[config.mk]
export PLATFORM = sky130hd
export DESIGN_NAME = mouse_click_aggregator_core_flat
export DESIGN_NICKNAME = d
export VERILOG_FILES = /design/src/hdl/mca_pkg.sv /design/src/hdl/mca_ifs.sv /design/src/hdl/mouse_click_aggregator_core.sv /design/src/hdl/mca_front.sv /design/src/hdl/mca_queue.sv /design/src/hdl/mca_back.sv /design/src/flat_wrapper.sv
export SDC_FILE = /design/constraint.sdc
export NUM_CORES = 1
export LEC_CHECK = 0
export ABC_CLOCK_PERIOD_IN_PS = 10300
export BUFFER_PORTS_ARGS = -buffer_cell sky130_fd_sc_hd__buf_4
export CAP_MARGIN = 5
export CELL_PAD_IN_SITES_DETAIL_PLACEMENT = 0
export CELL_PAD_IN_SITES_GLOBAL_PLACEMENT = 1
export CORE_ASPECT_RATIO = 0.7
export CORE_MARGIN = 2
export CORE_UTILIZATION = 46
export DETAILED_ROUTE_END_ITERATION = 16
export GPL_TIMING_DRIVEN = 0
export PLACE_DENSITY = 0.75
export SETUP_SLACK_MARGIN = 0.2
export SLEW_MARGIN = 20
export SYNTH_ARGS = -nofsm -noshare
export SYNTH_HDL_FRONTEND = slang
export SYNTH_SLANG_ARGS = --single-unit
[constraint.sdc]
create_clock -name clk -period 10.3 [get_ports clk]
set_input_delay 0 -clock clk [delete_from_list [all_inputs] [get_ports clk]]
set_output_delay 0 -clock clk [all_outputs]
set_load 0.05 [all_outputs]
[src/hdl/mca_pkg.sv]
// Shared types and constants for the mouse click aggregator.
package mca_pkg;

    localparam logic [7:0]  DC_MAX     = 8'd200;
    localparam logic [15:0] DC_EXTEND  = 16'd10;
    localparam logic [2:0]  DIV_RELOAD = 3'd2;
    localparam logic [2:0]  DIV_RESET  = 3'd4;

    typedef enum logic {
        ACT_BUTTON = 1'b0,
        ACT_TICK   = 1'b1
    } action_t;

    // One classified request handed from the front to the back.
    typedef struct packed {
        action_t            action;
        logic [7:0]         buttons;
        logic [15:0]        stamp;
        logic signed [15:0] event_x;
        logic signed [15:0] event_y;
        logic signed [15:0] now_x;
        logic signed [15:0] now_y;
    } cmd_t;

    typedef struct packed {
        logic signed [15:0] press_x;
        logic signed [15:0] press_y;
        logic signed [15:0] cur_x;
        logic signed [15:0] cur_y;
        logic [7:0]         merged_state;
        logic [7:0]         final_state;
        logic [7:0]         total_clicks;
        logic [7:0]         left_count;
        logic [7:0]         right_count;
        logic               last;
    } res_t;

endpackage

[src/hdl/mca_ifs.sv]
// Handshake interfaces for the input and result channels.
interface mca_item_if;
    logic               valid;
    logic               ready;
    logic               action;
    logic [7:0]         buttons;
    logic [15:0]        stamp;
    logic signed [15:0] event_x;
    logic signed [15:0] event_y;
    logic signed [15:0] now_x;
    logic signed [15:0] now_y;

    modport source (output valid, action, buttons, stamp, event_x, event_y, now_x, now_y,
                    input ready);
    modport sink (input valid, action, buttons, stamp, event_x, event_y, now_x, now_y,
                  output ready);
endinterface

interface mca_result_if;
    logic               valid;
    logic               ready;
    logic signed [15:0] press_x;
    logic signed [15:0] press_y;
    logic signed [15:0] cur_x;
    logic signed [15:0] cur_y;
    logic [7:0]         merged_state;
    logic [7:0]         final_state;
    logic [7:0]         total_clicks;
    logic [7:0]         left_count;
    logic [7:0]         right_count;
    logic               last;

    modport source (output valid, press_x, press_y, cur_x, cur_y, merged_state, final_state,
                    total_clicks, left_count, right_count, last,
                    input ready);
    modport sink (input valid, press_x, press_y, cur_x, cur_y, merged_state, final_state,
                  total_clicks, left_count, right_count, last,
                  output ready);
endinterface

[src/hdl/mouse_click_aggregator_core.sv]
// Top level of the mouse click aggregator: front end, request queue, back end.
//
//  channel  | dir | handshake          | contents
//  item     | in  | valid/ready        | action, buttons, stamp, event/now position
//  result   | out | valid/ready        | click packet, last marks final result of a request
//  cfg      | in  | cfg_wr_en, no wait | double_click_time, clamped at 200
//
// One request is accepted per cycle while the queue has room (QUEUE_DEPTH entries).
// The back end retires one queued request per cycle while the result register can take a
// packet and no packet is pending; a request that emits two packets holds it until the
// second leaves the pending slot for the single result register. A request is written
// into the queue, and its result is registered when the back end pops it. Reset clears
// control state at once (divider loads 4), not queue or result data; no clearing pass.
module mouse_click_aggregator_core
    import mca_pkg::*;
#(
    parameter int QUEUE_DEPTH = 4
)
(
    input  logic         clk,
    input  logic         rst_n,
    input  logic         cfg_wr_en,
    input  logic [7:0]   cfg_wr_data,
    mca_item_if.sink     item,
    mca_result_if.source result
);

    logic   q_push;
    cmd_t   push_cmd;
    cmd_t   head_cmd;
    logic   q_full;
    logic   q_valid;
    logic   q_pop;

    mca_front u_front (
        .clk        (clk),
        .rst_n      (rst_n),
        .item       (item),
        .q_push     (q_push),
        .q_full     (q_full),
        .push_cmd   (push_cmd)
    );

    mca_queue #(
        .DEPTH (QUEUE_DEPTH)
    ) u_queue (
        .clk       (clk),
        .rst_n     (rst_n),
        .push      (q_push),
        .push_cmd  (push_cmd),
        .full      (q_full),
        .pop       (q_pop),
        .not_empty (q_valid),
        .head_cmd  (head_cmd)
    );

    mca_back u_back (
        .clk         (clk),
        .rst_n       (rst_n),
        .cfg_wr_en   (cfg_wr_en),
        .cfg_wr_data (cfg_wr_data),
        .q_valid     (q_valid),
        .q_cmd       (head_cmd),
        .q_pop       (q_pop),
        .result      (result)
    );

endmodule

[src/hdl/mca_front.sv]
// Front end: accepts requests, thins ticks through the divider, queues the rest.
module mca_front
    import mca_pkg::*;
(
    input  logic         clk,
    input  logic         rst_n,
    mca_item_if.sink     item,
    output logic         q_push,
    input  logic         q_full,
    output cmd_t         push_cmd
);

    logic [2:0] div_reg;
    logic [2:0] div_next;
    logic [2:0] div_dec;
    logic       accept;
    logic       is_tick;

    assign item.ready = !q_full;
    assign accept     = item.valid && item.ready;
    assign is_tick    = (action_t'(item.action) == ACT_TICK);
    assign div_dec    = div_reg - 3'd1;

    always_comb
    begin
        div_next = div_reg;
        if (accept && is_tick)
        begin
            div_next = (div_dec == 3'd0) ? DIV_RELOAD : div_dec;
        end
    end

    // After reset the fourth tick reaches the back end, and from then on every second tick.
    assign q_push = accept && (!is_tick || (div_dec == 3'd0));

    assign push_cmd.action  = action_t'(item.action);
    assign push_cmd.buttons = item.buttons;
    assign push_cmd.stamp   = item.stamp;
    assign push_cmd.event_x = item.event_x;
    assign push_cmd.event_y = item.event_y;
    assign push_cmd.now_x   = item.now_x;
    assign push_cmd.now_y   = item.now_y;

    always_ff @(posedge clk or negedge rst_n)
    begin
        if (!rst_n)
        begin
            div_reg <= DIV_RESET;
        end
        else
        begin
            div_reg <= div_next;
        end
    end

`ifndef SYNTHESIS
    a_div_nonzero: assert property (@(posedge clk) disable iff (!rst_n)
        div_reg != 3'd0)
        else $error("tick divider at zero");
    a_push_not_full: assert property (@(posedge clk) disable iff (!rst_n)
        q_push |-> !q_full)
        else $error("push into full queue");
`endif

endmodule

[src/hdl/mca_queue.sv]
// Short request queue between front and back.
module mca_queue
    import mca_pkg::*;
#(
    parameter int DEPTH = 4
)
(
    input  logic  clk,
    input  logic  rst_n,
    input  logic  push,
    input  cmd_t  push_cmd,
    output logic  full,
    input  logic  pop,
    output logic  not_empty,
    output cmd_t  head_cmd
);

    localparam int PW = (DEPTH > 1) ? $clog2(DEPTH) : 1;
    localparam int CW = $clog2(DEPTH + 1);

    cmd_t          mem_reg [DEPTH];
    logic [PW-1:0] wr_ptr_reg;
    logic [PW-1:0] rd_ptr_reg;
    logic [CW-1:0] count_reg;
    logic [PW-1:0] wr_ptr_next;
    logic [PW-1:0] rd_ptr_next;
    logic [CW-1:0] count_next;
    logic          do_push;
    logic          do_pop;

    assign full      = (count_reg == CW'(DEPTH));
    assign not_empty = (count_reg != '0);
    assign head_cmd  = mem_reg[rd_ptr_reg];
    assign do_push   = push && !full;
    assign do_pop    = pop && not_empty;

    always_comb
    begin
        wr_ptr_next = wr_ptr_reg;
        rd_ptr_next = rd_ptr_reg;
        count_next  = count_reg;
        if (do_push)
        begin
            wr_ptr_next = (wr_ptr_reg == PW'(DEPTH - 1)) ? '0 : wr_ptr_reg + PW'(1);
        end
        if (do_pop)
        begin
            rd_ptr_next = (rd_ptr_reg == PW'(DEPTH - 1)) ? '0 : rd_ptr_reg + PW'(1);
        end
        if (do_push && !do_pop)
        begin
            count_next = count_reg + CW'(1);
        end
        else if (do_pop && !do_push)
        begin
            count_next = count_reg - CW'(1);
        end
    end

    always_ff @(posedge clk)
    begin
        if (do_push)
        begin
            mem_reg[wr_ptr_reg] <= push_cmd;
        end
    end

    always_ff @(posedge clk or negedge rst_n)
    begin
        if (!rst_n)
        begin
            wr_ptr_reg <= '0;
            rd_ptr_reg <= '0;
            count_reg  <= '0;
        end
        else
        begin
            wr_ptr_reg <= wr_ptr_next;
            rd_ptr_reg <= rd_ptr_next;
            count_reg  <= count_next;
        end
    end

`ifndef SYNTHESIS
    a_count_range: assert property (@(posedge clk) disable iff (!rst_n)
        count_reg <= CW'(DEPTH))
        else $error("queue count out of range");
    a_empty_ptrs: assert property (@(posedge clk) disable iff (!rst_n)
        (count_reg == '0) |-> (wr_ptr_reg == rd_ptr_reg))
        else $error("empty queue with pointers apart");
`endif

endmodule

[src/hdl/mca_back.sv]
// Back end: click packet state, countdown, and the result register with a pending slot.
module mca_back
    import mca_pkg::*;
(
    input  logic         clk,
    input  logic         rst_n,
    input  logic         cfg_wr_en,
    input  logic [7:0]   cfg_wr_data,
    input  logic         q_valid,
    input  cmd_t         q_cmd,
    output logic         q_pop,
    mca_result_if.source result
);

    logic [7:0]         dct_reg;
    logic [7:0]         prev_buttons_reg, prev_buttons_next;
    logic [15:0]        prev_stamp_reg, prev_stamp_next;
    logic [15:0]        time_left_reg, time_left_next;
    logic signed [15:0] held_x_reg, held_x_next;
    logic signed [15:0] held_y_reg, held_y_next;
    logic [7:0]         held_merged_reg, held_merged_next;
    logic [7:0]         held_final_reg, held_final_next;
    logic [7:0]         click_total_reg, click_total_next;
    logic [7:0]         left_total_reg, left_total_next;
    logic [7:0]         right_total_reg, right_total_next;

    logic               out_valid_reg, out_valid_next;
    res_t               out_reg, out_next;
    logic               pend_valid_reg, pend_valid_next;
    res_t               pend_reg, pend_next;

    logic               out_free;
    logic               checking;
    logic               expired;
    logic               changed;
    logic               release_emit;
    logic [15:0]        dt;
    logic [15:0]        tl_dec;
    logic [15:0]        tl_mid;
    logic [8:0]         click_sum;
    logic [7:0]         click_sat;
    res_t               res_expire;
    res_t               res_release;

    function automatic logic [7:0] sat_inc(input logic [7:0] v);
        return (v == 8'hFF) ? v : v + 8'd1;
    endfunction

    assign out_free = !out_valid_reg || result.ready;
    assign q_pop    = !pend_valid_reg && q_valid && out_free;

    // Countdown update common to events and acting ticks
    assign checking = (time_left_reg != 16'd0);
    assign dt       = q_cmd.stamp - prev_stamp_reg;
    assign tl_dec   = time_left_reg - dt;
    assign expired  = checking && ((tl_dec == 16'd0) || tl_dec[15]);
    assign tl_mid   = !checking ? time_left_reg : (expired ? 16'd0 : tl_dec);

    assign changed      = (q_cmd.action == ACT_BUTTON) && (q_cmd.buttons != prev_buttons_reg);
    assign release_emit = changed && (tl_mid == 16'd0) && (q_cmd.buttons[1:0] == 2'b00);

    assign click_sum = {1'b0, click_total_reg} + {8'd0, q_cmd.buttons[0]}
                     + {8'd0, q_cmd.buttons[1]};
    assign click_sat = click_sum[8] ? 8'hFF : click_sum[7:0];

    always_comb
    begin
        res_expire.press_x      = held_x_reg;
        res_expire.press_y      = held_y_reg;
        res_expire.cur_x        = q_cmd.now_x;
        res_expire.cur_y        = q_cmd.now_y;
        res_expire.merged_state = held_merged_reg;
        res_expire.final_state  = held_final_reg;
        res_expire.total_clicks = click_total_reg;
        res_expire.left_count   = left_total_reg;
        res_expire.right_count  = right_total_reg;
        res_expire.last         = !release_emit;

        // release opening an empty packet: counts cleared, position from the event
        res_release.press_x      = q_cmd.event_x;
        res_release.press_y      = q_cmd.event_y;
        res_release.cur_x        = q_cmd.now_x;
        res_release.cur_y        = q_cmd.now_y;
        res_release.merged_state = q_cmd.buttons;
        res_release.final_state  = q_cmd.buttons;
        res_release.total_clicks = 8'd0;
        res_release.left_count   = 8'd0;
        res_release.right_count  = 8'd0;
        res_release.last         = 1'b1;
    end

    always_comb
    begin
        prev_buttons_next = prev_buttons_reg;
        prev_stamp_next   = prev_stamp_reg;
        time_left_next    = time_left_reg;
        held_x_next       = held_x_reg;
        held_y_next       = held_y_reg;
        held_merged_next  = held_merged_reg;
        held_final_next   = held_final_reg;
        click_total_next  = click_total_reg;
        left_total_next   = left_total_reg;
        right_total_next  = right_total_reg;

        if (q_pop)
        begin
            if (checking)
            begin
                prev_stamp_next = q_cmd.stamp;
            end
            time_left_next = tl_mid;
            if (changed)
            begin
                prev_buttons_next = q_cmd.buttons;
                held_final_next   = q_cmd.buttons;
                if (tl_mid != 16'd0)
                begin
                    held_merged_next = held_merged_reg | q_cmd.buttons;
                    click_total_next = click_sat;
                    if (q_cmd.buttons[0])
                    begin
                        left_total_next = sat_inc(left_total_reg);
                    end
                    if (q_cmd.buttons[1])
                    begin
                        right_total_next = sat_inc(right_total_reg);
                    end
                    if (click_sat > 8'd1)
                    begin
                        time_left_next = tl_mid + DC_EXTEND;
                    end
                end
                else
                begin
                    held_merged_next = q_cmd.buttons;
                    held_x_next      = q_cmd.event_x;
                    held_y_next      = q_cmd.event_y;
                    if (q_cmd.buttons[1:0] != 2'b00)
                    begin
                        prev_stamp_next  = q_cmd.stamp;
                        time_left_next   = {8'd0, dct_reg};
                        click_total_next = 8'd1;
                        left_total_next  = {7'd0, q_cmd.buttons[0]};
                        right_total_next = {7'd0, q_cmd.buttons[1]};
                    end
                    else
                    begin
                        click_total_next = 8'd0;
                        left_total_next  = 8'd0;
                        right_total_next = 8'd0;
                        time_left_next   = 16'd0;
                    end
                end
            end
        end
    end

    always_comb
    begin
        out_valid_next  = out_valid_reg;
        out_next        = out_reg;
        pend_valid_next = pend_valid_reg;
        pend_next       = pend_reg;
        if (out_free)
        begin
            priority if (pend_valid_reg)
            begin
                out_next        = pend_reg;
                out_valid_next  = 1'b1;
                pend_valid_next = 1'b0;
            end
            else if (q_pop && (expired || release_emit))
            begin
                out_next        = expired ? res_expire : res_release;
                out_valid_next  = 1'b1;
                pend_valid_next = expired && release_emit;
                pend_next       = res_release;
            end
            else
            begin
                out_valid_next = 1'b0;
            end
        end
    end

    assign result.valid        = out_valid_reg;
    assign result.press_x      = out_reg.press_x;
    assign result.press_y      = out_reg.press_y;
    assign result.cur_x        = out_reg.cur_x;
    assign result.cur_y        = out_reg.cur_y;
    assign result.merged_state = out_reg.merged_state;
    assign result.final_state  = out_reg.final_state;
    assign result.total_clicks = out_reg.total_clicks;
    assign result.left_count   = out_reg.left_count;
    assign result.right_count  = out_reg.right_count;
    assign result.last         = out_reg.last;

    always_ff @(posedge clk)
    begin
        out_reg  <= out_next;
        pend_reg <= pend_next;
    end

    always_ff @(posedge clk or negedge rst_n)
    begin
        if (!rst_n)
        begin
            dct_reg          <= 8'd0;
            prev_buttons_reg <= 8'd0;
            prev_stamp_reg   <= 16'd0;
            time_left_reg    <= 16'd0;
            held_x_reg       <= 16'sd0;
            held_y_reg       <= 16'sd0;
            held_merged_reg  <= 8'd0;
            held_final_reg   <= 8'd0;
            click_total_reg  <= 8'd0;
            left_total_reg   <= 8'd0;
            right_total_reg  <= 8'd0;
            out_valid_reg    <= 1'b0;
            pend_valid_reg   <= 1'b0;
        end
        else
        begin
            if (cfg_wr_en)
            begin
                dct_reg <= (cfg_wr_data > DC_MAX) ? DC_MAX : cfg_wr_data;
            end
            prev_buttons_reg <= prev_buttons_next;
            prev_stamp_reg   <= prev_stamp_next;
            time_left_reg    <= time_left_next;
            held_x_reg       <= held_x_next;
            held_y_reg       <= held_y_next;
            held_merged_reg  <= held_merged_next;
            held_final_reg   <= held_final_next;
            click_total_reg  <= click_total_next;
            left_total_reg   <= left_total_next;
            right_total_reg  <= right_total_next;
            out_valid_reg    <= out_valid_next;
            pend_valid_reg   <= pend_valid_next;
        end
    end

`ifndef SYNTHESIS
    a_pend_needs_out: assert property (@(posedge clk) disable iff (!rst_n)
        pend_valid_reg |-> out_valid_reg)
        else $error("pending result without a result in the output register");
    a_not_last_has_pend: assert property (@(posedge clk) disable iff (!rst_n)
        (out_valid_reg && !out_reg.last) |-> pend_valid_reg)
        else $error("non-final result with nothing pending");
    a_dct_clamped: assert property (@(posedge clk) disable iff (!rst_n)
        dct_reg <= DC_MAX)
        else $error("double click time above limit");
`endif

endmodule

[src/flat_wrapper.sv]
// flat-port wrapper written by rule: the top's interface ports become plain ports
module mouse_click_aggregator_core_flat import mca_pkg::*;
#(
    parameter int QUEUE_DEPTH = 4
)
  (clk, rst_n, cfg_wr_en, cfg_wr_data, item_valid, item_action, item_buttons, item_stamp, item_event_x, item_event_y, item_now_x, item_now_y, item_ready, result_valid, result_press_x, result_press_y, result_cur_x, result_cur_y, result_merged_state, result_final_state, result_total_clicks, result_left_count, result_right_count, result_last, result_ready);
  mca_item_if item_i ();
  mca_result_if result_i ();
  input  logic clk;
  input  logic rst_n;
  input  logic cfg_wr_en;
  input  logic [7:0] cfg_wr_data;
  input wire logic [$bits(item_i.valid)-1:0] item_valid;
  input wire logic [$bits(item_i.action)-1:0] item_action;
  input wire logic [$bits(item_i.buttons)-1:0] item_buttons;
  input wire logic [$bits(item_i.stamp)-1:0] item_stamp;
  input wire logic [$bits(item_i.event_x)-1:0] item_event_x;
  input wire logic [$bits(item_i.event_y)-1:0] item_event_y;
  input wire logic [$bits(item_i.now_x)-1:0] item_now_x;
  input wire logic [$bits(item_i.now_y)-1:0] item_now_y;
  output wire logic [$bits(item_i.ready)-1:0] item_ready;
  output wire logic [$bits(result_i.valid)-1:0] result_valid;
  output wire logic [$bits(result_i.press_x)-1:0] result_press_x;
  output wire logic [$bits(result_i.press_y)-1:0] result_press_y;
  output wire logic [$bits(result_i.cur_x)-1:0] result_cur_x;
  output wire logic [$bits(result_i.cur_y)-1:0] result_cur_y;
  output wire logic [$bits(result_i.merged_state)-1:0] result_merged_state;
  output wire logic [$bits(result_i.final_state)-1:0] result_final_state;
  output wire logic [$bits(result_i.total_clicks)-1:0] result_total_clicks;
  output wire logic [$bits(result_i.left_count)-1:0] result_left_count;
  output wire logic [$bits(result_i.right_count)-1:0] result_right_count;
  output wire logic [$bits(result_i.last)-1:0] result_last;
  input wire logic [$bits(result_i.ready)-1:0] result_ready;
  assign item_i.valid = item_valid;
  assign item_i.action = item_action;
  assign item_i.buttons = item_buttons;
  assign item_i.stamp = item_stamp;
  assign item_i.event_x = item_event_x;
  assign item_i.event_y = item_event_y;
  assign item_i.now_x = item_now_x;
  assign item_i.now_y = item_now_y;
  assign item_ready = item_i.ready;
  assign result_valid = result_i.valid;
  assign result_press_x = result_i.press_x;
  assign result_press_y = result_i.press_y;
  assign result_cur_x = result_i.cur_x;
  assign result_cur_y = result_i.cur_y;
  assign result_merged_state = result_i.merged_state;
  assign result_final_state = result_i.final_state;
  assign result_total_clicks = result_i.total_clicks;
  assign result_left_count = result_i.left_count;
  assign result_right_count = result_i.right_count;
  assign result_last = result_i.last;
  assign result_i.ready = result_ready;
  mouse_click_aggregator_core #(.QUEUE_DEPTH(QUEUE_DEPTH)) u_core (.clk(clk), .rst_n(rst_n), .cfg_wr_en(cfg_wr_en), .cfg_wr_data(cfg_wr_data), .item(item_i), .result(result_i));
endmodule
# Word-level counts from Yosys, hierarchy flattened
# Memory sizes are Yosys's and may differ from the RTL's.
# Cells that the tools add are included.
dict set report classes {
  div_mod_pow 0
  shift 0
  bitwise 4
  reduce_logical 42
  multipliers 0
  addsub 12
  n_eq_ne 10
  magnitude_cmp 2
  n_mux 37
}
# cell count
set op_table {}
lappend op_table {{105-bit 2-to-1 mux} 3}
lappend op_table {{16-bit 2-to-1 mux} 9}
lappend op_table {{8-bit 2-to-1 mux} 11}
lappend op_table {{16-bit logical NOT} 2}
lappend op_table {{16-bit nonzero test} 2}
lappend op_table {{16-bit subtractor} 2}
lappend op_table {{16-bit by 4-bit adder with 16-bit output, second input constant} 1}
lappend op_table {{8-bit by 1-bit adder with 8-bit output, second input constant} 2}
lappend op_table {{8-bit equality test, second input constant} 2}
lappend op_table {{1-bit logical AND} 15}
lappend op_table {{8-bit by 1-bit adder with 9-bit output} 1}
lappend op_table {{9-bit by 1-bit adder with 9-bit output} 1}
lappend op_table {{1-bit 2-to-1 mux} 9}
lappend op_table {{3-bit 2-to-1 mux} 3}
lappend op_table {{8-bit by 1-bit > comparator with 1-bit output, second input constant} 1}
lappend op_table {{8-bit > comparator, second input constant} 1}
lappend op_table {{2-bit inequality test, second input constant} 4}
lappend op_table {{8-bit inequality test} 1}
lappend op_table {{8-bit OR} 1}
lappend op_table {{4-bit AND reduction} 2}
lappend op_table {{1-bit logical NOT} 7}
lappend op_table {{3-bit AND reduction} 2}
lappend op_table {{2-bit nonzero test} 3}
lappend op_table {{3-bit by 1-bit subtractor with 3-bit output, second input constant} 2}
lappend op_table {{11 further kinds} 20}
dict set report totals {
  in_bits 102
  elab_cells 139
  ramBits 356
  ff_bits 301
  memories 1
  rom_bits 0
  latchBits 0
}
# memory depth width rd rd_clocked_by_memory_dff write_ports line_no
set mem_list {}
lappend mem_list {u_core.u_queue.mem_reg 4 89 1 0 1 mca_queue.sv:21} ;# cmd_t mem_reg [DEPTH];

# Logic depth before layout (Yosys ltp)
# Gate-level depths: netlist of the first run.
# An unclocked memory read counts as a cell.
dict set report depth {
  ltp_word 15
  ltp_mapped 21
  mapped_depth_nobuf 15
}

# By module
# A second synthesis of the first run with hierarchy kept.
dict set report hier_totals {
  hier_cells 1714
  area_unflattened_um2 27739.1
}
# module n_inst area_per_inst_um2 cells_per_inst
set modules_own_cells {}
lappend modules_own_cells {mca_back 1 13515.5 1103}
lappend modules_own_cells {mca_queue 1 13370.3 502}
lappend modules_own_cells {mca_front 1 853.3 109}

# Worst setup path after synthesis of the first run
# No wires, ideal clock.
dict set report synth_path {
  kind {register to register}
  startpoint {reg u_core.u_queue.rd_ptr_reg[0]}
  endpoint {reg u_core.u_back.out_reg (netlist bit u_core.u_back.result.cur_x[0]) (enable)}
  arrival_ns 10.259
  period_less_slack_ns 10.864
  path_buffers 5
  slack_ns -0.564
  path_stages_with_launch 20
  path_cell_list {dfrtp_1 buf_6 buf_2 buf_2 buf_1 mux4_2 inv_1 fa_1 inv_1 fa_1 nand2b_1 a211oi_2 o2111ai_1 a31o_2 nor4_2 nand4b_4 a21oi_2 buf_2 o21ai_0 a21oi_1}
}
dict set report synth_via {
  elab_chain_cells 15
}
# element line_no
set synth_rtl {}
lappend synth_rtl {{from (decl)} mca_queue.sv:23} ;# logic [PW-1:0] rd_ptr_reg;
lappend synth_rtl {{from (signal assigned)} mca_queue.sv:79} ;# rd_ptr_reg <= rd_ptr_next;
lappend synth_rtl {{memory read 4 x 89 bit *} n/a}
lappend synth_rtl {{16-bit subtractor} mca_back.sv:54} ;# assign dt = q_cmd.stamp - prev_stamp_reg;
lappend synth_rtl {{16-bit subtractor} mca_back.sv:55} ;# assign tl_dec = time_left_reg - dt;
lappend synth_rtl {{16-bit logical NOT} mca_back.sv:56} ;# assign expired = checking && ((tl_dec == 16'd0) || tl_dec[15]);
lappend synth_rtl {{1-bit logical OR} mca_back.sv:56}
lappend synth_rtl {{1-bit logical AND} mca_back.sv:56}
lappend synth_rtl {{16-bit 2-to-1 mux (2 in series)} mca_back.sv:57} ;# assign tl_mid = !checking ? time_left_reg : (expired ? 16'd0 : tl_dec);
lappend synth_rtl {{16-bit logical NOT} mca_back.sv:60} ;# assign release_emit = changed && (tl_mid == 16'd0) && (q_cmd.buttons[1:0] == 2'b00);
lappend synth_rtl {{1-bit logical AND (2 in series)} mca_back.sv:60}
lappend synth_rtl {{1-bit logical OR *} mca_back.sv:172} ;# else if (q_pop && (expired || release_emit))
lappend synth_rtl {{1-bit logical AND *} mca_back.sv:172}
lappend synth_rtl {{2-bit nonzero test (no source line) *} n/a}
lappend synth_rtl {{2-bit AND reduction (no source line) *} n/a}
lappend synth_rtl {{to (signal assigned)} mca_back.sv:200} ;# out_reg <= out_next;
lappend synth_rtl {{to (decl)} mca_back.sv:28} ;# res_t out_reg, out_next;
# Mark *: on every way between the ends. The rest lies on a longest branch, timed or not.
# A chain may end at the register's enable or synchronous reset.

# Worst setup path after layout of the first run
dict set report layout_path {
  startpoint {reg u_core.u_queue.rd_ptr_reg[0]}
  endpoint {reg u_core.u_back.out_reg (netlist bit u_core.u_back.result.press_y[10]) (enable)}
}
# Same word-level chain as after synthesis.

==> results.cfg, run 1 <==
[clocking]
clk_transition_reported_paths_ns = 0.07
cts_buffers = 61
cts_max_level = 2
postCtsSetupBuffers = 0
cts_root_buffer = clkbuf_16
clock_latency_ns = 0.64
cts_tree = yes
clock-sinks = 657
clockBufferDepth = 3

[finish]
fin_nets = 2352
largest_register_ffs = 356
seq_area_sq_mm = 0.0191
area_growth_pct = 22.4
fillers = 4736
multiInputGateArea_sq_mm = 0.00794
layout-drive-gt1-share_pct = 22.5
instances_no_fill = 3069

[die]
initial_core_util_pct = 46.3
die_h_microns = 209
core_sq_mm = 0.0596
io_pins = 209
die_x_microns = 297
rows = 75
die_area_sq_mm = 0.0620

[timing]
slew_violations = 0
fin_ws_ns = 1.51
tightest_slew_ns = 1.04
fin_crit_sh_pct = 85.3
fmax_mhz = 114
rsz0062_at_grt = false
finClkSkew_ns = 0.0273
setup_violations = 0
hold_viol = 0
relSlewSlack_pct = 30.4
setup-tns-final_ns = 0
finalCriticalPeriod_ns = 8.79

[yosys]
synth.cell_area_sq_mm = 0.0276
ys_ff_latch = 657
synthTopCellsByCount = edfxtp_1 (533), nand2_1 (157), dfrtp_1 (123)
post-synth-top-count-cell = edfxtp_1
ys_types = 76
syn_inst = 1805
synth_nets = 1951
synthArstFlopShare_pct = 18.9
yosys_warnings = 0
syn_area_per_cell_sq_um = 15.3
synthFlopType = edfxtp_1
synth_top_cell_area_share_pct = 58.0
synth-edff-count = 533
synth_area_leader_cell = edfxtp_1
synth-seq-area-share_pct = 69.3
yosys-top-cells-area = edfxtp_1 (58%), dfrtp_1 (11%), mux4_2 (6.9%), nand2_1 (2.1%), nor3_1 (2.1%)

[place]
dpl_worst_slack_ns = 1.36
gp_congestion = 0.828
dpl.hpwl_microns = 44300
placedCellCount = 2836
port_buffers = 208

[global_routing]
antenna_found_initial = 4
grt_pass1_wl_microns = 102000
met1_usage_pct = 31.4
grt_max_degree = 69
grt_pass1_vias = 17300
use_met3_pct = 3.76
busiest_layer = met2
overflow = 0
use_met2_pct = 34.1
grt_usage_pct = 21.5

[setup_path]
path_max_fanout = 25
cp_slowest_stage_delay_ns = 0.76
cp.arrival_ns = 9.13
path_class = flop to flop
cp_top_family = compound AO/OA/AOI/OAI gates
cp_cell_sequence = buf_6 -> buf_2 -> buf_2 -> buf_1 -> mux4_2 -> inv_1 -> fa_1 -> ha_1 -> a211oi_2 -> o211ai_1 -> a21oi_1 -> o21ai_0 -> a2bb2oi_2 -> inv_1 -> a21oi_2 -> buf_2 -> o21ai_0 -> a21oi_4 -> buf_16 -> buf_16
startpoint_type = flop
crit_required_ns = 10.64
end_kind = flop
cpMaxStageDelayCell = buf_1
critPathBufInv = 9
path_common_cell = buf_2

[route]
final_antenna_net_count = 0
dr.first_iter.drc_count = 1277
drt-wirelength-per-cell_microns = 21.7
via_per_inst = 5.54
drt-pass1-iter-count = 5
drc = 0
wl_microns = 66500
dr_total_vias = 17000

[outcome]
status = finished clean

[worst_hold_path]
min_path_type = input pin to flop

[flow_run]
maxCapViolations = 0
cell usage in the layout (no fill, tap or decap), types with 50 or more instances in the layout:
| cell type | count |
|---|---|
| mux2_2 | 50 |
| dfrtp_1 | 123 |
| a21oi_1 | 65 |
| buf_4 | 208 |
| clkbuf_1 | 68 |
| nor3_1 | 114 |
| nor2_1 | 118 |
| dlygate4sd3_1 | 114 |
| edfxtp_1 | 533 |
| mux4_2 | 84 |
| nand2_1 | 157 |
| clkbuf_16 | 62 |
path summary, 6_finish.rpt:
path / startpoint / end / slack, ns / cells after the start
setup reg to reg: u_core.u_queue.rd_ptr_reg[0] / u_core.u_back.result.press_y[10] / 1.51 / 20
setup / recovery: u_core.u_queue.rd_ptr_reg[0] / u_core.u_back.result.press_y[10] / 1.51 / 20
hold reg to reg: u_core.u_back.held_merged_reg[0] / u_core.u_back.held_merged_reg[0] / 0.48 / 1
min in group asynchronous: rst_n / u_core.u_front.div_reg[2] / 0.50 / 3
max in group asynchronous: rst_n / u_core.u_back.held_x_reg[5] / 9.39 / 4
hold / removal: item_event_y[5] / u_core.u_queue.mem_reg[1][37] / 0.11 / 2
kinds of logic (layout without fill, tap and decap cells):
logic type / Yosys count / in the layout / share of synthesized area, %
AOI/OAI and AO/OA: 244 / 244 / 6.08
xor gates and xnor gates: 48 / 48 / 1.52
muxes: 143 / 143 / 9.36
and+or+nand+nor: 534 / 534 / 9.29
other: 0 / 3 / 0
buffers and inverters: 135 / 588 / 2.03
DFF: 657 / 657 / 69.3
adders and majority gates: 44 / 44 / 2.46
timing repair:
item / 4_1_cts / 5_1_grt
gates resized for setup: 0 / 0
endpoints found under the hold margin: 494 / 0
endpoints found under the setup margin: 0 / 0
hold buffers: 115 / 0
per-stage QoR:
stage          hold WS [ns]  utilization [%]  area, sq um
2_1_floorplan        -0.296                -        27600
3_3_place_gp          0.198             50.6        30200
3_5_place_dp        -0.0262             51.3        30600
4_1_cts              0.0643             56.7        33800
5_1_grt              0.0847             56.7        33800
6_report              0.108             56.7        33800
metal layers:
layer	vias to the layer above	share of wire, %
met3	86	5.8
met4	4	1.7
met5	-	0.038
met2	488	47
li1	7681	-
met1	8737	45
worst reg2reg max path, stage by stage, from the launching register on:
cell       delay [ns]
dfrtp_1          0.61
buf_6            0.24
buf_2            0.37
buf_2            0.46
buf_1            0.77
mux4_2           0.67
inv_1            0.11
fa_1             0.42
ha_1             0.35
a211oi_2         0.34
o211ai_1         0.20
a21oi_1          0.41
o21ai_0          0.21
a2bb2oi_2        0.59
inv_1            0.31
a21oi_2          0.46
buf_2            0.37
o21ai_0          0.37
a21oi_4          0.74
buf_16           0.25
buf_16           0.21
area by class of cell:
class                           instances  area share, %
Clock buffer                           79           4.87
Sequential cell                       657           56.6
Timing Repair Buffer                  338           9.24
Clock inverter                         36           1.09
Multi-Input combinational cell       1013           23.5
Inverter                               47          0.537
Tap cell                              808           2.99
Buffer                                 88           1.14
Antenna cell                            3         0.0222
Power of run 1 is not shown: default switching activity piles up to over one toggle a cycle in this logic, so the estimate is an artifact.
==> run 2: changes to the inputs <==
CORE_UTILIZATION = 40   (was 46)
PLACE_DENSITY = 0.67   (was 0.75)
SLEW_MARGIN = 15   (was 20)
==> run 2 against run 1 <==
Cell area increased by 0.53%. Clock skew decreased by 0.0028 ns. Clock-buffer cell count increased by 8. Sequential cell count unchanged. Die area increased by 15%. Via count decreased by 1.4%. Routed wire length increased by 0.36%. Sequential share of layout area decreased by 0.30 points. Utilization decreased by 6.9 points.
==> results.cfg, run 2 (synthesized netlist as in run 1, its figures left out) <==
[outcome]
status = finished clean

[setup_path]
reg2reg_depth = 21
cp_top_family = compound AO/OA/AOI/OAI gates
critPathBufInv = 10
path_class = flop to flop
cp_cell_sequence = buf_6 -> buf_2 -> buf_2 -> buf_1 -> mux4_2 -> inv_1 -> fa_1 -> ha_1 -> a211oi_2 -> o211ai_1 -> a21oi_1 -> o21ai_0 -> a2bb2oi_2 -> inv_1 -> a21oi_2 -> buf_2 -> o21ai_0 -> a21oi_4 -> buf_16 -> buf_16 -> buf_16
timing.rr.start = u_core.u_queue.rd_ptr_reg[0]
worst_r2r_endpoint = u_core.u_back.result.press_x[7]
worstSetupStartpoint = u_core.u_queue.rd_ptr_reg[0]
end_kind = flop
cp.arrival_ns = 8.86
r2r_setup_slack_ns = 1.74
crit_required_ns = 10.60
path_max_fanout = 20
cpMaxStageDelayCell = buf_1
startpoint_type = flop
cp_slowest_stage_delay_ns = 0.81
worst-path-stages = 21

[clocking]
cts.hold.buffers_added = 115
clock-sinks = 657
clk_transition_reported_paths_ns = 0.06
cts_resized = 0
cts_buffers = 67
postCtsSetupBuffers = 0
clock_latency_ns = 0.60
clockBufferDepth = 3
cts_max_level = 3
cts_tree = yes
cts_root_buffer = clkbuf_16

[timing]
fin_crit_sh_pct = 83.2
rsz0062_at_grt = false
fin_ws_ns = 1.74
fmax_mhz = 117
finClkSkew_ns = 0.0245
setup_violations = 0
tightest_slew_ns = 1.02
relSlewSlack_pct = 31.8
hold_viol = 0
finalCriticalPeriod_ns = 8.56
slew_violations = 0
setup-tns-final_ns = 0
hold_slack_ns = 0.135

[worst_hold_path]
hold_depth = 2
min_path_type = input pin to flop
holdCritStartpoint = item_event_y[9]
min_to = u_core.u_queue.mem_reg[3][41]

[finish]
final_cell_mix = edfxtp_1 (533), buf_4 (208), nand2_1 (157), dfrtp_1 (123), nor2_1 (118)
final_common_cell = edfxtp_1
fillers = 5800
area_growth_pct = 23.0
fin_nets = 2359
utilization_pct = 49.8
largest_register_ffs = 356
layout-drive-gt1-share_pct = 22.3

[global_routing]
overflow = 0
grt_pass1_vias = 17200
grt_usage_pct = 18.9
grt_pass1_wl_microns = 102000
antenna_found_initial = 5
grt_max_degree = 91

[die]
initial_core_util_pct = 40.5
io_pins = 209
die_x_microns = 318
rows = 80
die_h_microns = 224
core_sq_mm = 0.0682
die_area_sq_mm = 0.0711

[place]
gp_congestion = 0.821
port_buffers = 208
dpl_worst_slack_ns = 1.52
dpl.hpwl_microns = 44000

[route]
drc = 0
via_per_inst = 5.28
final_antenna_net_count = 0
drt-pass1-iter-count = 5
dr_total_vias = 16800
dr.first_iter.drc_count = 1390
wl_microns = 66700
drt-wirelength-per-cell_microns = 21.0

[flow_run]
maxCapViolations = 0
==> run 2: changes by cell type in the layout (fill, tap and decap cells not counted), sizes merged <==
cell / change
buf: +2
bufinv: -4
clkbuf: +7
clkinv: +5
diode: -2
==> run 2: worst max path at each step <==
stage	endpoint	slack (ns)
after CTS	u_core.u_back.result.left_count[4]	1.50
after global placement	u_core.u_back.result.cur_y[8]	-2.33
after detailed placement	u_core.u_back.result.cur_y[8]	1.52
after global routing	u_core.u_back.result.left_count[4]	0.98
after floorplan	u_core.u_back.result.cur_x[0]	1.78
final	u_core.u_back.result.press_x[7]	1.74
==> run 2: final cells by class <==
class | count | area (sq um) | area share [%]
flip-flops and latches | 657 | 19100 | 56.3
multi-input cells | 1013 | 7940 | 23.4
repair buffers | 339 | 3120 | 9.18
clock buffers | 87 | 1830 | 5.38
well taps | 902 | 1130 | 3.32
plain buffers | 88 | 384 | 1.13
clock inverters | 37 | 259 | 0.763
inverters | 47 | 179 | 0.527
diodes | 1 | 2.50 | 0.00737
==> run 2: metal layers <==
| metal | global-route usage [%] | part of all wire (%) | vias up |
|---|---|---|---|
| met1 | 27.1 | 46 | 8541 |
| li1 | - | - | 7699 |
| met4 | 5.04 | 2.2 | 6 |
| met5 | 0 | 0.064 | - |
| met2 | 29.7 | 46 | 405 |
| met3 | 3.68 | 4.8 | 102 |
==> run 2: per-stage QoR <==
step                cells  cell area [sq um]
detailed placement   2931              30700
finish               3171              33900
floorplan            1805              27600
CTS                  3170              33900
global placement     2915              30300
global route         3171              33900
Power of run 2 is left out for the same reason.
==> run 3: changes to the inputs <==
ABC_AREA = 1   (was not set)
ABC_CLOCK_PERIOD_IN_PS = 6930   (was 10300)
PLACE_DENSITY = 0.69   (was 0.67)
clock period = 6.93 ns   (was 10.3 ns; I/O delays follow)
==> run 3 against run 2 <==
Sequential share of layout area down 0.67 points. Critical path type unchanged. Synthesized cell count up 33%. Highest routed layer unchanged. Sequential cell count did not move.
==> results.cfg, run 3 <==
[timing]
finalCriticalPeriod_ns = 6.28
slew_violations = 0
hold_viol = 0
setup-tns-final_ns = 0
fmax_mhz = 159
tightest_slew_ns = 1.05
relSlewSlack_pct = 29.8
finClkSkew_ns = 0.0247
setup_violations = 0
rsz0062_at_grt = false
fin_crit_sh_pct = 90.7
fin_ws_ns = 0.647

[clocking]
clk_transition_reported_paths_ns = 0.06
cts_max_level = 3
cts_root_buffer = clkbuf_16
cts_buffers = 67
cts_tree = yes
clockBufferDepth = 3
clock_latency_ns = 0.61
clock-sinks = 657

[global_routing]
grt_pass1_wl_microns = 117000
antenna_found_initial = 8
grt_max_degree = 80
overflow = 0
grt_pass1_vias = 19100
grt_usage_pct = 21.7

[yosys]
ys_ff_latch = 657
ys_types = 56
yosys_warnings = 0
synth-edff-count = 533
synth-seq-area-share_pct = 69.3
synth.cell_area_sq_mm = 0.0276
syn_inst = 2402
syn_area_per_cell_sq_um = 11.5
synth_top_cell_area_share_pct = 58.0
post-synth-top-count-cell = nand2_1
synthFlopType = edfxtp_1
synth_nets = 2548
yosys-top-cells-area = edfxtp_1 (58%), dfrtp_1 (11%), nand2_1 (7.6%), o21ai_0 (5.0%), nor2_1 (3.3%)
synth_area_leader_cell = edfxtp_1
synthArstFlopShare_pct = 18.9
synthTopCellsByCount = nand2_1 (556), edfxtp_1 (533), o21ai_0 (276)

[route]
drc = 0
dr_total_vias = 19400
dr.first_iter.drc_count = 1759
via_per_inst = 5.14
drt-pass1-iter-count = 7
wl_microns = 76100
final_antenna_net_count = 0
drt-wirelength-per-cell_microns = 20.2

[place]
placedCellCount = 3539
gp_congestion = 0.846
port_buffers = 208
dpl.hpwl_microns = 52600
dpl_worst_slack_ns = -0.327

[setup_path]
startpoint_type = flop
r2r_setup_slack_ns = 0.65
worst_r2r_endpoint = u_core.u_back.result.cur_y[5]
timing.rr.start = u_core.u_queue.rd_ptr_reg[0]
path_class = flop to flop
end_kind = flop
reg2reg_depth = 27
cp.arrival_ns = 6.59
crit_required_ns = 7.23
path_max_fanout = 23

[worst_hold_path]
holdCritStartpoint = item_now_y[1]
hold_depth = 2
min_path_type = input pin to flop
min_to = u_core.u_queue.mem_reg[1][1]

[flow_run]
maxCapViolations = 0

[finish]
layout-drive-gt1-share_pct = 14.7
seq_area_sq_mm = 0.0191
instances_no_fill = 3775
fin_nets = 2971
largest_register_ffs = 356
multiInputGateArea_sq_mm = 0.00739
final_cell_mix = nand2_1 (556), edfxtp_1 (533), o21ai_0 (276), nor2_1 (235), buf_4 (211)
area_growth_pct = 24.6
fillers = 6035
final_common_cell = nand2_1

[outcome]
status = finished clean

[die]
die_x_microns = 318
io_pins = 209
core_sq_mm = 0.0682
rows = 80
die_area_sq_mm = 0.0711
initial_core_util_pct = 40.5
die_h_microns = 224
==> run 3: layout make-up <==
class | count | share of cell area [%]
flip-flops and latches | 657 | 55.6
multi-input cells | 1468 | 21.5
repair buffers | 355 | 10.2
clock buffers | 87 | 5.37
well taps | 902 | 3.28
inverters | 165 | 1.88
plain buffers | 111 | 1.48
clock inverters | 28 | 0.666
diodes | 2 | 0.0146
==> run 3: critical path: stages (launching register included) <==
cell,delay [ns]
dfrtp_1,0.41
buf_6,0.19
buf_2,0.35
clkbuf_2,0.38
clkbuf_4,0.34
nand2_1,0.07
a32o_1,0.32
fa_1,0.50
ha_1,0.37
nand2_1,0.13
nor2_1,0.15
nand2_1,0.09
nand3_1,0.12
nand3_1,0.11
nand3_1,0.10
nand2_1,0.13
nor2_1,0.12
nand3_1,0.16
nand2_4,0.18
inv_4,0.08
nand2_8,0.11
nand2_1,0.09
nor2_1,0.28
o21ai_0,0.27
a21oi_4,0.32
buf_4,0.21
buf_16,0.17
buf_16,0.18
==> run 3: logic make-up after synthesis <==
| family | synth area share, % |
|---|---|
| flops | 69.3 |
| xor+xnor | 0.594 |
| buf+inv | 4.05 |
| fa+ha+maj | 2.46 |
| simple gates | 14.4 |
| mux | 0.404 |
| compound gates | 8.76 |
==> run 3: repair_timing <==
| item | in CTS | in global routing |
|---|---|---|
| pin swaps | 1 | 0 |
| hold buffers | 118 | 0 |
| hold endpoints to repair | 494 | 0 |
| buffers inserted | 2 | 0 |
| resized for setup | 4 | 27 |
| endpoints found under the setup margin | 143 | 179 |
==> run 3: routing by layer <==
layer / GRT usage (%) / up-vias / part of all wire [%]
met4: 4.85 / 12 / 1.8
met3: 5.28 / 106 / 7.7
met5: 0 / - / 0.092
met2: 32.4 / 610 / 43
met1: 32.0 / 9494 / 47
li1: - / 9191 / -
==> run 3: metrics by stage <==
step	util (%)	hold slack, ns	cell area [sq um]
2_1_floorplan	-	-0.296	27600
3_3_place_gp	44.4	0.198	30300
3_5_place_dp	45.5	-0.0582	31000
4_1_cts	50.4	0.0938	34300
5_1_grt	50.4	0.0931	34400
6_report	50.4	0.133	34400
==> run 3: how the worst max path moves through the flow <==
stage	from	slack, ns	cells after the start	end
2_1_floorplan	u_core.u_queue.rd_ptr_reg[0]	0.63	26	u_core.u_back.result.cur_x[0]
5_1_grt	u_core.u_queue.rd_ptr_reg[0]	0.21	27	u_core.u_back.result.cur_y[5]
3_3_place_gp	u_core.u_front.div_reg[0]	-2.39	10	u_core.u_queue.mem_reg[3][49]
6_report	u_core.u_queue.rd_ptr_reg[0]	0.65	27	u_core.u_back.result.cur_y[5]
3_5_place_dp	u_core.u_queue.rd_ptr_reg[0]	-0.33	27	u_core.u_back.result.total_clicks[1]
4_1_cts	u_core.u_queue.rd_ptr_reg[0]	0.21	27	u_core.u_back.result.cur_y[5]
Power of run 3 is left out for the same reason.
